### src/rtl/deq_pkg.sv
// Shared constants, codes, types and index helpers for the double-ended queue.
package deq_pkg;

    localparam int DEPTH  = 8;
    localparam int IDX_W  = $clog2(DEPTH);
    localparam int CNT_W  = $clog2(DEPTH + 1);
    localparam int SUM_W  = $clog2(2 * DEPTH);
    localparam int WORD_W = 32;
    localparam int OCC_W  = 4;

    typedef enum logic [1:0] {
        OP_PUSH_BACK  = 2'd0,
        OP_POP_FRONT  = 2'd1,
        OP_PUSH_FRONT = 2'd2,
        OP_POP_BACK   = 2'd3
    } deq_op_t;

    typedef enum logic [1:0] {
        ST_DONE  = 2'd0,
        ST_FULL  = 2'd1,
        ST_EMPTY = 2'd2
    } deq_status_t;

    typedef enum logic [1:0] {
        S_IDLE,
        S_EXEC,
        S_READ,
        S_RESP
    } deq_state_t;

    // Commands from the controller to the datapath
    typedef struct packed {
        logic capture;
        logic exec;
        logic load_read;
    } deq_cmd_t;

    // Status from the datapath to the controller
    typedef struct packed {
        logic pop_ok;
    } deq_stat_t;

    // Ring index base + offset, wrapped once modulo DEPTH
    function automatic logic [IDX_W-1:0] wrap_add(input logic [IDX_W-1:0] base,
                                                  input logic [CNT_W-1:0] offset);
        logic [SUM_W-1:0] sum;
        sum = SUM_W'(base) + SUM_W'(offset);
        if (sum >= SUM_W'(DEPTH))
        begin
            sum = sum - SUM_W'(DEPTH);
        end
        return sum[IDX_W-1:0];
    endfunction

    // Ring index one step back, wrapping below zero
    function automatic logic [IDX_W-1:0] wrap_dec(input logic [IDX_W-1:0] base);
        logic [IDX_W-1:0] res;
        if (base == '0)
        begin
            res = IDX_W'(DEPTH - 1);
        end
        else
        begin
            res = base - 1'b1;
        end
        return res;
    endfunction

endpackage

### src/rtl/double_ended_queue_unit.sv
// Top level of the bounded double-ended queue unit.
// Holds up to DEPTH (8) signed 32-bit words in a ring store addressed by a head
// index and a word count. Raise start with func and data_in while busy is low;
// the operation is taken on that edge. Its result appears on status, data_out
// and occupancy for exactly one cycle with done high and cannot be held off.
// A push or a failed pop goes from the execute state to the result state, a
// successful pop from execute through read to result, the read state set by the
// registered read port of the entry store; busy stays high from the cycle after
// the transfer through the done cycle, so a new item is taken in the cycle after
// done at the earliest, never while the last one is in flight. Pushing onto a
// full queue reports full, popping an empty one reports empty; neither changes
// the queue. No clearing pass is needed after reset.
module double_ended_queue_unit
    import deq_pkg::*;
(
    input  logic                     clk,
    input  logic                     rst_n,
    input  logic                     start,
    output logic                     busy,
    input  logic [1:0]               func,
    input  logic signed [WORD_W-1:0] data_in,
    output logic                     done,
    output logic [1:0]               status,
    output logic signed [WORD_W-1:0] data_out,
    output logic [OCC_W-1:0]         occupancy
);

    deq_cmd_t  cmd;
    deq_stat_t stat;

    deq_controller u_ctrl (
        .clk   (clk),
        .rst_n (rst_n),
        .start (start),
        .busy  (busy),
        .done  (done),
        .cmd   (cmd),
        .stat  (stat)
    );

    deq_datapath u_dp (
        .clk       (clk),
        .rst_n     (rst_n),
        .cmd       (cmd),
        .stat      (stat),
        .func      (func),
        .data_in   (data_in),
        .status    (status),
        .data_out  (data_out),
        .occupancy (occupancy)
    );

    // A transfer makes the block busy on the next cycle
    a_start_busy: assert property (@(posedge clk) disable iff (!rst_n)
        (start && !busy) |=> busy)
        else $error("transfer did not raise busy");

    // The result strobe lasts one cycle and frees the block
    a_done_single: assert property (@(posedge clk) disable iff (!rst_n)
        done |=> (!done && !busy))
        else $error("result strobe longer than one cycle");

    // A full report leaves the queue at capacity with no word
    a_full_occ: assert property (@(posedge clk) disable iff (!rst_n)
        (done && status == ST_FULL) |-> (occupancy == OCC_W'(DEPTH) && data_out == '0))
        else $error("full status with wrong occupancy");

    // An empty report leaves the queue empty with no word
    a_empty_occ: assert property (@(posedge clk) disable iff (!rst_n)
        (done && status == ST_EMPTY) |-> (occupancy == '0 && data_out == '0))
        else $error("empty status with wrong occupancy");

endmodule

### src/rtl/deq_ram.sv
// Generic single-write, single-read RAM with registered read data.
module deq_ram #(
    parameter int WIDTH = 32,
    parameter int DEPTH = 8
) (
    input  logic                     clk,
    input  logic                     we,
    input  logic [$clog2(DEPTH)-1:0] waddr,
    input  logic [WIDTH-1:0]         wdata,
    input  logic [$clog2(DEPTH)-1:0] raddr,
    output logic [WIDTH-1:0]         rdata
);

    logic [WIDTH-1:0] mem [DEPTH];
    logic [WIDTH-1:0] rdata_reg;

    // Write port and registered read port
    always_ff @(posedge clk)
    begin
        if (we)
        begin
            mem[waddr] <= wdata;
        end
        rdata_reg <= mem[raddr];
    end

    assign rdata = rdata_reg;

endmodule

### src/rtl/deq_datapath.sv
// Datapath: ring pointers, entry store and result registers of the queue.
module deq_datapath
    import deq_pkg::*;
(
    input  logic                     clk,
    input  logic                     rst_n,
    input  deq_cmd_t                 cmd,
    output deq_stat_t                stat,
    input  logic [1:0]               func,
    input  logic signed [WORD_W-1:0] data_in,
    output logic [1:0]               status,
    output logic signed [WORD_W-1:0] data_out,
    output logic [OCC_W-1:0]         occupancy
);

    logic [IDX_W-1:0]  head_reg, head_next;
    logic [CNT_W-1:0]  count_reg, count_next;
    deq_op_t           op_reg;
    logic [WORD_W-1:0] word_reg;
    deq_status_t       status_reg, status_next;
    logic [WORD_W-1:0] data_reg;
    logic [OCC_W-1:0]  occ_reg;

    logic              is_push, full, empty;
    logic              ram_we;
    logic [IDX_W-1:0]  waddr, raddr;
    logic [WORD_W-1:0] rdata;

    assign is_push = (op_reg == OP_PUSH_BACK) || (op_reg == OP_PUSH_FRONT);
    assign full    = (count_reg == CNT_W'(DEPTH));
    assign empty   = (count_reg == '0);
    assign stat.pop_ok = !is_push && !empty;

    // Decide the store access and pointer update for the held operation
    always_comb
    begin
        head_next   = head_reg;
        count_next  = count_reg;
        status_next = ST_DONE;
        ram_we      = 1'b0;
        waddr       = wrap_add(head_reg, count_reg);
        raddr       = head_reg;
        unique case (op_reg)
            OP_PUSH_BACK:
            begin
                if (full)
                begin
                    status_next = ST_FULL;
                end
                else
                begin
                    ram_we     = cmd.exec;
                    count_next = count_reg + 1'b1;
                end
            end
            OP_PUSH_FRONT:
            begin
                waddr = wrap_dec(head_reg);
                if (full)
                begin
                    status_next = ST_FULL;
                end
                else
                begin
                    ram_we     = cmd.exec;
                    head_next  = wrap_dec(head_reg);
                    count_next = count_reg + 1'b1;
                end
            end
            OP_POP_FRONT:
            begin
                if (empty)
                begin
                    status_next = ST_EMPTY;
                end
                else
                begin
                    head_next  = wrap_add(head_reg, CNT_W'(1));
                    count_next = count_reg - 1'b1;
                end
            end
            OP_POP_BACK:
            begin
                raddr = wrap_add(head_reg, count_reg - 1'b1);
                if (empty)
                begin
                    status_next = ST_EMPTY;
                end
                else
                begin
                    count_next = count_reg - 1'b1;
                end
            end
            default:
            begin
                status_next = ST_DONE;
            end
        endcase
    end

    // Advance ring pointers on execute
    always_ff @(posedge clk or negedge rst_n)
    begin
        if (!rst_n)
        begin
            head_reg  <= '0;
            count_reg <= '0;
        end
        else if (cmd.exec)
        begin
            head_reg  <= head_next;
            count_reg <= count_next;
        end
    end

    // Hold the operation and load the result fields
    always_ff @(posedge clk)
    begin
        if (cmd.capture)
        begin
            op_reg   <= deq_op_t'(func);
            word_reg <= data_in;
        end
        if (cmd.exec)
        begin
            status_reg <= status_next;
            data_reg   <= '0;
            occ_reg    <= OCC_W'(count_next);
        end
        else if (cmd.load_read)
        begin
            data_reg <= rdata;
        end
    end

    deq_ram #(
        .WIDTH (WORD_W),
        .DEPTH (DEPTH)
    ) u_ram (
        .clk   (clk),
        .we    (ram_we),
        .waddr (waddr),
        .wdata (word_reg),
        .raddr (raddr),
        .rdata (rdata)
    );

    assign status    = status_reg;
    assign data_out  = data_reg;
    assign occupancy = occ_reg;

endmodule

### src/rtl/deq_controller.sv
// Controller: sequences capture, execute, store read and result strobe.
module deq_controller
    import deq_pkg::*;
(
    input  logic      clk,
    input  logic      rst_n,
    input  logic      start,
    output logic      busy,
    output logic      done,
    output deq_cmd_t  cmd,
    input  deq_stat_t stat
);

    deq_state_t state_reg, state_next;

    // Hold the state
    always_ff @(posedge clk or negedge rst_n)
    begin
        if (!rst_n)
        begin
            state_reg <= S_IDLE;
        end
        else
        begin
            state_reg <= state_next;
        end
    end

    // Decode next state and commands
    always_comb
    begin
        state_next    = state_reg;
        cmd           = '0;
        busy          = 1'b1;
        done          = 1'b0;
        unique case (state_reg)
            S_IDLE:
            begin
                busy = 1'b0;
                if (start)
                begin
                    cmd.capture = 1'b1;
                    state_next  = S_EXEC;
                end
            end
            S_EXEC:
            begin
                cmd.exec   = 1'b1;
                state_next = stat.pop_ok ? S_READ : S_RESP;
            end
            S_READ:
            begin
                cmd.load_read = 1'b1;
                state_next    = S_RESP;
            end
            S_RESP:
            begin
                done       = 1'b1;
                state_next = S_IDLE;
            end
            default:
            begin
                state_next = S_IDLE;
            end
        endcase
    end

endmodule
### config.mk
export PLATFORM = sky130hd
export DESIGN_NAME = double_ended_queue_unit
export DESIGN_NICKNAME = d
export VERILOG_FILES = /design/src/rtl/deq_pkg.sv /design/src/rtl/double_ended_queue_unit.sv /design/src/rtl/deq_ram.sv /design/src/rtl/deq_datapath.sv /design/src/rtl/deq_controller.sv
export SDC_FILE = /design/constraint.sdc
export NUM_CORES = 1
export LEC_CHECK = 0
export BUFFER_PORTS_ARGS = -buffer_cell sky130_fd_sc_hd__buf_2
export CAP_MARGIN = 25
export CORE_UTILIZATION = 58
export CTS_BUF_LIST = sky130_fd_sc_hd__clkbuf_4
export CTS_CLUSTER_SIZE = 10
export DETAILED_ROUTE_END_ITERATION = 8
export PLACE_DENSITY_LB_ADDON = 0.15
export SETUP_SLACK_MARGIN = 0.2
export SYNTH_ARGS = -nofsm -noshare
export SYNTH_HDL_FRONTEND = slang
export SYNTH_HIERARCHICAL = 1
export SYNTH_SLANG_ARGS = --single-unit
### constraint.sdc
create_clock -name clk -period 6.9 [get_ports clk]
set_input_delay 1.38 -clock clk [delete_from_list [all_inputs] [get_ports clk]]
set_output_delay 1.38 -clock clk [all_outputs]
set_load 0.02 [all_outputs]
==> run_results.csv, run 1 <==
group,metric,value,unit
run_status,outcome,"completed",
setup_path,rr_worst_depth,10,
detailed_routing,drt_iter0_drc,311,
synthesis,syn_area,13700,sq um
power,powerDensity,457,nW/um^2
placement,hpwlAfterDp,13900,um
clocking,cts_hold_buf,0,
clocking,cts_setup_buffers,0,
setup_path,crit_path_end,"u_dp/u_ram/rdata[7]",
clocking,numCtsBuffers,89,
detailed_routing,viasPerCell,5.47,
power,totalPowerFinal,7230,uW
setup_path,reg2reg_from,"u_dp/count_reg[0]",
synthesis,synth-simple-area-share,2.75,%
clocking,cts_tree,"done",
power,p_int,4980,uW
setup_path,required,7.45,ns
power,swShare,31.1,%
detailed_routing,dr_total_vias,6592,
power,max-vdd-ir-drop,0.000247,V
detailed_routing,m1WireLength,10300,um
clocking,cts_sinks,369,
synthesis,syn_avg_cell_area,20.6,sq um
timing,skew,0.0495,ns
placement,pre_cts_slack,3.55,ns
setup_path,worst_setup_path_start_kind,"register",
clocking,clockBufferDepth,3,
placement,placed_cell_area,14600,sq um
power,power_frac_comb,32.9,%
synthesis,synthXorXnorAreaFrac,0.574,%
detailed_routing,maxUsedRoutingLayer,"met4",
timing,fmax,0.294,GHz
timing,hold_viol,0,
power,p_leak,0.00569,uW
detailed_routing,dr.pass1.iters,5,
synthesis,synth_edf_count,296,
min_path,hp-class,"reg2reg",
clocking,cts_resized,0,
synthesis,ys_warn_count,6,
floorplan,core_area,22900,sq um
detailed_routing,drcViolationCount,0,
synthesis,netlist_instances,668,
clocking,root_buffer,"clkbuf_4",
timing,post-route-min-period,3.40,ns
detailed_routing,met2_length,12500,um
layout,seqCellArea,10400,sq um
synthesis,synth-seq-cells,369,
setup_path,path_class,"reg2reg",
layout,multiInputGateArea,3210,sq um
clocking,cts_max_level,3,
setup_path,r2r-end,"u_dp/u_ram/rdata[7]",
global_route,antenna_found_initial,1,
timing,min_period_over_period,49.3,%
layout,fillCellCount,1512,
job,cap_violations,0,
detailed_routing,wirelength,24400,um
detailed_routing,post_drt_wl_per_cell,20.2,um
power,clkPwrFrac,23.7,%
setup_path,endpoint_kind,"register",
detailed_routing,postRouteAntennaNets,0,
layout,largest_register,"u_dp/u_ram/mem",
synthesis,synth_compound_area_share,1.07,%
synthesis,async_reset_ff_share,2.44,%
synthesis,ys.flop_type,"edfxtp_1",
timing,worst_slack,3.50,ns
synthesis,synth.distinct_cells,45,
layout,fin_nets,872,
global_route,grt_usage,20.8,%
min_path,hold_path.startpoint,"u_dp/u_ram/rdata[2]",
synthesis,synthAdderAreaFrac,1.38,%
setup_path,startpoint,"u_dp/count_reg[0]",
global_route,grt_pass1_vias,6962,
placement,numPortBuffers,76,
synthesis,synth_top_family_by_area,"multiplexers",
detailed_routing,routed-wl-met3,1050,um
floorplan,start_util,60.0,%
power,power.switching,2250,uW
floorplan,ios,77,
timing,max-slew-margin-rel,45.0,%
floorplan,die_w,156,um
placement,gp_congestion,0.820,
floorplan,dieHeight,156,um
power,pwr-share-seq,43.4,%
global_route,grt_overflow,0,
timing,setup_viol,0,
synthesis,muxShareOfSynthArea,17.0,%
layout,area_growth,15.0,%
setup_path,arrival,3.95,ns
floorplan,die-area,24300,sq um
floorplan,core.rowCount,55,
layout,drive_above_1_share,34.0,%
timing,hold_slack,0.455,ns
timing,setup_tns,0,ns
timing,tightest_slew,0.826,ns
timing,grt_setup_unrepaired,"false",
clocking,clk_latency,0.69,ns
timing,slew_viol_final,0,
global_route,grt_max_degree,48,
setup_path,crit_fanout,40,
synthesis,syn_nets,719,
setup_path,rrSetupSlack,3.50,ns
layout,largest_reg_flops,256,
global_route,grt_pass1_wl,37000,um
clocking,path_clk_slew,0.07,ns
synthesis,yosysSeqAreaShare,75.6,%
layout,stdcell_area,15800,sq um
==> kinds of logic after synthesis <==
group,after synthesis
AO/OA/AOI/OAI,23
XOR/XNOR,9
adder cells (fa/ha/maj),14
buffers and inverters,42
flip-flops,369
multiplexers,133
AND/OR/NAND/NOR,78
==> worst max-delay path: stages (launching register included) <==
cell,delay [ns]
dfrtp_1,0.49
inv_1,0.13
ha_1,0.38
fa_1,0.42
xor2_1,0.19
xnor2_1,0.15
nand3_1,0.15
xnor2_2,0.19
buf_4,0.48
mux4_1,0.39
mux2_2,0.29
==> stage by stage <==
stage                     std cells  util [%]
final                          1206      69.0
after global routing           1206      69.0
after CTS                      1203      68.7
after detailed placement       1041      63.8
after global placement         1034      63.1
after floorplan                 668         -
==> cell usage after synthesis, types with 2 or more instances <==
library cell	instances	area share [%]
edfxtp_1	296	65
dfxtp_1	64	9.3
nor2_1	43	1.2
mux4_1	40	7.6
mux2_2	35	2.9
mux2i_1	33	2.4
mux4_2	24	3.9
inv_1	13	0.36
ha_1	12	1.1
buf_2	10	0.36
dfrtp_1	9	1.6
nand2_1	9	0.25
o21ai_0	8	0.29
buf_6	7	0.57
clkbuf_1	7	0.19
nand2b_1	6	0.27
xnor2_1	6	0.38
buf_1	5	0.14
nor2b_1	5	0.23
a21oi_1	4	0.15
xor2_1	3	0.19
a31oi_1	2	0.091
fa_1	2	0.29
nand3_1	2	0.073
nand3b_1	2	0.11
nor3_1	2	0.073
==> worst min path at each step <==
stage               cells after the start  slack (ns)           endpoint
floorplan                               2        0.44   u_dp/data_out[0]
global placement                        2        0.44  u_dp/data_out[22]
detailed placement                      2        0.46  u_dp/data_out[20]
CTS                                     2        0.44   u_dp/data_out[2]
global route                            2        0.49   u_dp/data_out[8]
finish                                  2        0.45   u_dp/data_out[2]
==> power by group through the flow <==
stage	Combinational, uW	Clock (uW)	Sequential, uW
final	2380	1710	3140
after detailed placement	2380	0	3190
after CTS	2390	1770	3150
after floorplan	1730	0	3190
after global routing	2570	1870	3180
after global placement	2280	0	3170
==> layout make-up <==
type,instances,share of cell area [%]
repair buffers,91,3.97
flip-flops and latches,369,65.8
multi-input cells,257,20.3
clock inverters,31,0.958
clock buffers,131,6.22
well taps,313,2.48
inverters,13,0.309
diodes,1,0.0158
==> cell usage in the layout (no fill, tap or decap), types with 2 or more instances in the layout <==
cell and count:
a21oi_1 4, a31oi_1 2, buf_12 6, buf_16 3, buf_2 76, buf_4 6
clkbuf_4 131, clkinv_1 27, dfrtp_1 9, dfxtp_1 64, edfxtp_1 296, fa_1 2
ha_1 10, ha_2 2, inv_1 13, mux2_2 34, mux2_4 2, mux2i_1 33
mux4_1 40, mux4_2 24, nand2_1 9, nand2b_1 6, nand3_1 2, nand3b_1 2
nor2_1 37, nor2_4 6, nor2b_1 5, nor3_2 2, o21ai_0 7, xnor2_1 5
xor2_1 3
==> routing by layer <==
layer	GRT usage, %	vias up
li1	-	3037
met2	35.5	180
met1	26.0	3329
met4	7.75	0
met5	0	-
met3	5.06	46
(Power assumes the default switching activity.)
==> run 2, diff against run 1 <==
==> constraint.sdc (replaced) <==
create_clock -name clk -period 3.3 [get_ports clk]
set_input_delay 0.66 -clock clk [delete_from_list [all_inputs] [get_ports clk]]
set_output_delay 0.66 -clock clk [all_outputs]
set_load 0.02 [all_outputs]
==> run_results.csv, run 2 (synthesized netlist as in run 1, its figures left out) <==
group,metric,value,unit
setup_path,endpoint_kind,"register",
detailed_routing,post_drt_wl_per_cell,20.9,um
clocking,clockBufferDepth,3,
clocking,cts_tree,"done",
layout,final_common_cell,"edfxtp_1",
timing,grt_setup_unrepaired,"false",
timing,max-slew-margin-rel,50.3,%
setup_path,startpoint,"u_dp/count_reg[1]",
timing,tightest_slew,0.724,ns
global_route,grt.met2_usage,37.8,%
setup_path,arrival,3.56,ns
clocking,cts_max_level,3,
job,cap_violations,0,
power,totalPowerFinal,15700,uW
setup_path,required,3.87,ns
min_path,hp-class,"in2reg",
global_route,globalRoute.busiestLayer,"met2",
floorplan,die_w,156,um
global_route,grt_use_met1,29.1,%
timing,setup_viol,0,
setup_path,reg2reg_from,"u_dp/count_reg[1]",
layout,largest_reg_flops,256,
min_path,hold_path.startpoint,"data_in[22]",
global_route,antenna_found_initial,1,
power,powerDensity,978,nW/um^2
timing,hold_slack,0.133,ns
timing,slew_viol_final,0,
floorplan,ios,77,
global_route,grt_pass1_vias,7128,
clocking,clk_latency,0.71,ns
detailed_routing,drcViolationCount,0,
floorplan,die-area,24300,sq um
floorplan,start_util,60.0,%
layout,final_util,70.1,%
placement,numPortBuffers,76,
clocking,cts_sinks,369,
power,max-vdd-ir-drop,0.000493,V
layout,largest_register,"u_dp/u_ram/mem",
layout,area_growth,16.9,%
global_route,met3_usage,4.67,%
placement,gp_congestion,0.793,
global_route,grt_usage,22.5,%
global_route,grt_max_degree,47,
floorplan,core_area,22900,sq um
timing,post-route-min-period,2.99,ns
clocking,numCtsBuffers,89,
detailed_routing,dr_total_vias,6800,
timing,skew,0.0509,ns
detailed_routing,viasPerCell,5.53,
setup_path,path_class,"reg2reg",
detailed_routing,wirelength,25700,um
layout,drive_above_1_share,37.2,%
detailed_routing,drt_iter0_drc,420,
global_route,grt_overflow,0,
setup_path,worst_setup_path_start_kind,"register",
setup_path,crit_fanout,17,
floorplan,core.rowCount,55,
placement,hpwlAfterDp,14400,um
clocking,root_buffer,"clkbuf_4",
timing,min_period_over_period,90.8,%
power,p_leak,0.00586,uW
detailed_routing,postRouteAntennaNets,0,
timing,fmax,0.334,GHz
detailed_routing,dr.pass1.iters,5,
layout,fin_nets,894,
timing,setup_tns,0,ns
global_route,grt_pass1_wl,39500,um
run_status,outcome,"completed",
timing,hold_viol,0,
layout,mostFrequentLayoutCells,"edfxtp_1, clkbuf_4, buf_2",
floorplan,dieHeight,156,um
clocking,path_clk_slew,0.06,ns
==> run 2: cell types whose count changed in the layout (fill, tap and decap cells not counted), moves of 2 or more <==
cell / before / now
buf_12: 6 / 9
buf_4: 6 / 25
nor3_2: 2 / 0
nor3_4: 0 / 2
inv_1: 13 / 11
clkinv_1: 27 / 17
clkbuf_4: 131 / 143
buf_16: 3 / 1
==> run 2: per-stage QoR <==
stage | instance area [sq um] | std cells | setup WS (ns)
2_1_floorplan | 13800 | 668 | -0.137
3_3_place_gp | 14700 | 1058 | 0.242
3_5_place_dp | 14700 | 1058 | 0.166
4_1_cts | 16000 | 1225 | 0.212
5_1_grt | 16100 | 1230 | 0.213
6_report | 16100 | 1230 | 0.305
==> run 2: report_power, final <==
| group | switching [uW] | internal [uW] | total, uW |
|---|---|---|---|
| combinational | 2720 | 2750 | 5470 |
| clock | 1700 | 1970 | 3670 |
| sequential | 463 | 6110 | 6580 |
| total | 4880 | 10800 | 15700 |
==> run 2: what timing repair did <==
action	4_1_cts	5_1_grt
setup endpoints to repair	13	34
setup buffers	1	3
pin swaps	2	3
cloned	1	1
hold buffers	1	0
hold endpoints to repair	9	0
gates resized for setup	5	2
==> run 2: cell type report <==
type,count,area (sq um)
Antenna cell,1,2.50
Clock buffer,143,1070
Clock inverter,21,93.8
Fill cell,1470,6850
Inverter,13,48.8
Multi-Input combinational cell,257,3250
Sequential cell,369,10400
Tap cell,313,392
Timing Repair Buffer,113,811
==> run 2: final timing paths <==
path	slack [ns]	cells past startpoint	endpoint
max	0.31	12	u_dp/u_ram/rdata[29]
min	0.13	1	u_dp/word_reg[22]
max reg2reg	0.31	12	u_dp/u_ram/rdata[29]
min reg2reg	0.47	2	u_dp/data_out[19]
max in group asynchronous	2.70	2	u_dp/count_reg[1]
min in group asynchronous	0.37	2	u_dp/head_reg[2]
==> run 2: per-layer routing <==
metal	routed length (um)	vias up
met3	1230	33
met1	10900	3491
met4	399	0
li1	-	3088
met2	13200	188
met5	0	-
==> run 2: critical path, stage by stage, from the launching register on <==
cell and delay [ns]:
dfrtp_2 0.46, inv_2 0.11, ha_4 0.22, fa_1 0.41, xor2_1 0.18, xnor2_1 0.15, nand3_2 0.15, xnor2_4 0.19
buf_12 0.15, buf_12 0.11, buf_16 0.15, mux4_1 0.33, mux2_2 0.28
==> run 3, diff against run 2 <==
--- a/config.mk
+++ b/config.mk
@@ -11,9 +11,8 @@
 export CTS_BUF_LIST = sky130_fd_sc_hd__clkbuf_4
 export CTS_CLUSTER_SIZE = 10
 export DETAILED_ROUTE_END_ITERATION = 8
-export PLACE_DENSITY_LB_ADDON = 0.15
+export PLACE_DENSITY = 0.76
 export SETUP_SLACK_MARGIN = 0.2
 export SYNTH_ARGS = -nofsm -noshare
 export SYNTH_HDL_FRONTEND = slang
-export SYNTH_HIERARCHICAL = 1
 export SYNTH_SLANG_ARGS = --single-unit
==> run_results.csv, run 3 <==
group,metric,value,unit
setup_path,required,3.86,ns
timing,fmax,0.343,GHz
synthesis,muxShareOfSynthArea,17.7,%
setup_path,rrSetupSlack,0.39,ns
synthesis,synth-seq-cells,369,
synthesis,netlist_top_cells_count,"edfxtp_1, mux2i_1, dfxtp_1",
synthesis,synth_top_family_by_area,"multiplexers",
global_route,grt_usage,22.1,%
detailed_routing,viasPerCell,5.48,
synthesis,synth_edf_count,296,
setup_path,path_class,"reg2reg",
setup_path,arrival,3.47,ns
synthesis,netlist_instances,756,
setup_path,worst_setup_path_start_kind,"register",
run_status,outcome,"completed",
global_route,grt_pass1_wl,40500,um
detailed_routing,wirelength,26000,um
layout,largest_reg_flops,256,
detailed_routing,drcViolationCount,0,
synthesis,syn_area,14000,sq um
synthesis,synth_compound_area_share,1.45,%
synthesis,syn_nets,812,
clocking,cts_sinks,369,
layout,fin_nets,969,
synthesis,synthAdderAreaFrac,1.80,%
floorplan,core.rowCount,56,
synthesis,synth-simple-area-share,2.63,%
global_route,grt_overflow,0,
synthesis,ys.flop_type,"edfxtp_1",
placement,numPortBuffers,76,
layout,stdcell_area,16300,sq um
global_route,antenna_found_initial,1,
synthesis,syn_avg_cell_area,18.6,sq um
detailed_routing,post_drt_wl_per_cell,19.9,um
power,p_leak,0.00611,uW
timing,setup_viol,0,
layout,largest_register,"u_dp.u_ram.mem",
power,powerDensity,999,nW/um^2
detailed_routing,dr.pass1.iters,5,
timing,grt_setup_unrepaired,"false",
placement,gp_congestion,0.833,
layout,final_common_cell,"edfxtp_1",
layout,area_growth,16.0,%
setup_path,endpoint_kind,"register",
timing,slew_viol_final,0,
timing,skew,0.0633,ns
synthesis,yosysSeqAreaShare,74.1,%
synthesis,yosysTopAreaCell,"edfxtp_1",
layout,mostFrequentLayoutCells,"edfxtp_1, clkbuf_4, mux2i_1",
layout,drive_above_1_share,34.3,%
synthesis,ys_warn_count,0,
synthesis,synth.distinct_cells,47,
global_route,grt.met2_usage,37.5,%
synthesis,async_reset_ff_share,2.44,%
detailed_routing,dr_total_vias,7168,
synthesis,synth.most_common_cell,"edfxtp_1",
timing,max-slew-margin-rel,35.0,%
global_route,globalRoute.busiestLayer,"met2",
global_route,grt_max_degree,61,
setup_path,crit_fanout,30,
global_route,grt_use_met1,28.0,%
global_route,met3_usage,4.76,%
timing,hold_viol,0,
floorplan,die_w,158,um
floorplan,core_area,23600,sq um
clocking,clk_latency,0.69,ns
placement,hpwlAfterDp,14500,um
job,cap_violations,0,
clocking,cts_tree,"done",
clocking,cts_max_level,3,
detailed_routing,drt_iter0_drc,463,
floorplan,die-area,24800,sq um
min_path,hp-class,"in2reg",
timing,min_period_over_period,88.3,%
clocking,clockBufferDepth,3,
placement,placed_cell_area,15000,sq um
clocking,numCtsBuffers,90,
global_route,grt_pass1_vias,7713,
clocking,path_clk_slew,0.07,ns
floorplan,start_util,59.4,%
floorplan,dieHeight,158,um
floorplan,ios,77,
synthesis,synth_area_leaders,"edfxtp_1, mux2i_1, dfxtp_1",
timing,tightest_slew,0.948,ns
detailed_routing,postRouteAntennaNets,0,
power,totalPowerFinal,16300,uW
timing,post-route-min-period,2.91,ns
clocking,root_buffer,"clkbuf_4",
synthesis,synthXorXnorAreaFrac,0.472,%
synthesis,synth_top_area_share,63.3,%
power,max-vdd-ir-drop,0.000671,V
-- run 3: cell types whose count changed in the layout (fill, tap and decap cells not counted), moves of 4 or more --
cell	before	now
mux4_2	24	29
mux4_1	40	3
mux2i_1	33	133
o21ai_0	7	13
nor2_4	6	0
ha_1	9	15
clkinv_1	17	13
nor2b_1	5	1
clkbuf_4	143	147
buf_4	25	11
nor3_4	2	8
-- run 3: stage by stage --
stage | setup WS, ns | hold slack [ns] | TNS, ns | utilization, % | instances
2_1_floorplan | -0.248 | 0.364 | -30.37 | - | 756
3_3_place_gp | 0.364 | 0.443 | 0 | 63.6 | 1136
3_5_place_dp | 0.252 | 0.458 | 0 | 63.6 | 1136
4_1_cts | 0.231 | 0.0782 | 0 | 68.8 | 1304
5_1_grt | 0.267 | 0.0873 | 0 | 69.0 | 1308
6_report | 0.386 | 0.148 | 0 | 69.0 | 1308
-- run 3: layout make-up --
class	instances	area, sq um
fillers	1541	7330
repair buffers	101	724
inverters	12	45.0
clock inverters	20	95.1
clock buffers	147	1100
flip-flops and latches	369	10400
diodes	1	2.50
multi-input cells	339	3520
well taps	319	399
-- run 3: logic make-up after synthesis --
logic type | Yosys count
flip-flops | 369
multiplexers | 203
AND/OR/NAND/NOR | 79
adder cells (fa/ha/maj) | 19
buffers and inverters | 48
XOR/XNOR | 5
AO/OA/AOI/OAI | 33
-- run 3: worst max-delay path, stage by stage (launching register included) --
cell	delay [ns]
dfrtp_2	0.44
inv_1	0.13
ha_1	0.33
inv_1	0.11
fa_1	0.52
mux2i_4	0.16
buf_4	0.17
buf_8	0.29
mux4_1	0.35
mux2_2	0.27
-- run 3: path summary, 6_finish.rpt --
kind,from,to,cells past startpoint
hold / removal,func[0],u_dp.op_reg[0],1
setup reg to reg,u_dp.count_reg[0],u_dp.u_ram.rdata[2],9
setup / recovery,u_dp.count_reg[0],u_dp.u_ram.rdata[2],9
min in group asynchronous,rst_n,u_ctrl.state_reg[1],2
hold reg to reg,u_dp.u_ram.rdata[12],u_dp.data_out[12],2
max in group asynchronous,rst_n,u_dp.count_reg[1],2
-- run 3: power by group --
| group | total (uW) | internal [uW] | switching (uW) |
|---|---|---|---|
| Clock | 3740 | 2020 | 1720 |
| Sequential | 6540 | 6070 | 472 |
| Combinational | 6000 | 2840 | 3160 |
| Total | 16300 | 10900 | 5350 |
-- run 3: timing repair --
item / 4_1_cts / 5_1_grt
endpoints found under the setup margin: 0 / 56
hold endpoints to repair: 9 / 0
hold buffers: 1 / 0
resized for setup: 0 / 7
setup buffers: 0 / 2
-- run 3: layer usage --
layer / share of wire [%] / vias to the layer above / wire length, um
met5: 0 / - / 0
met4: 1.6 / 0 / 420
met3: 5.4 / 37 / 1400
met2: 51 / 205 / 13200
met1: 42 / 3609 / 11000
li1: - / 3317 / -
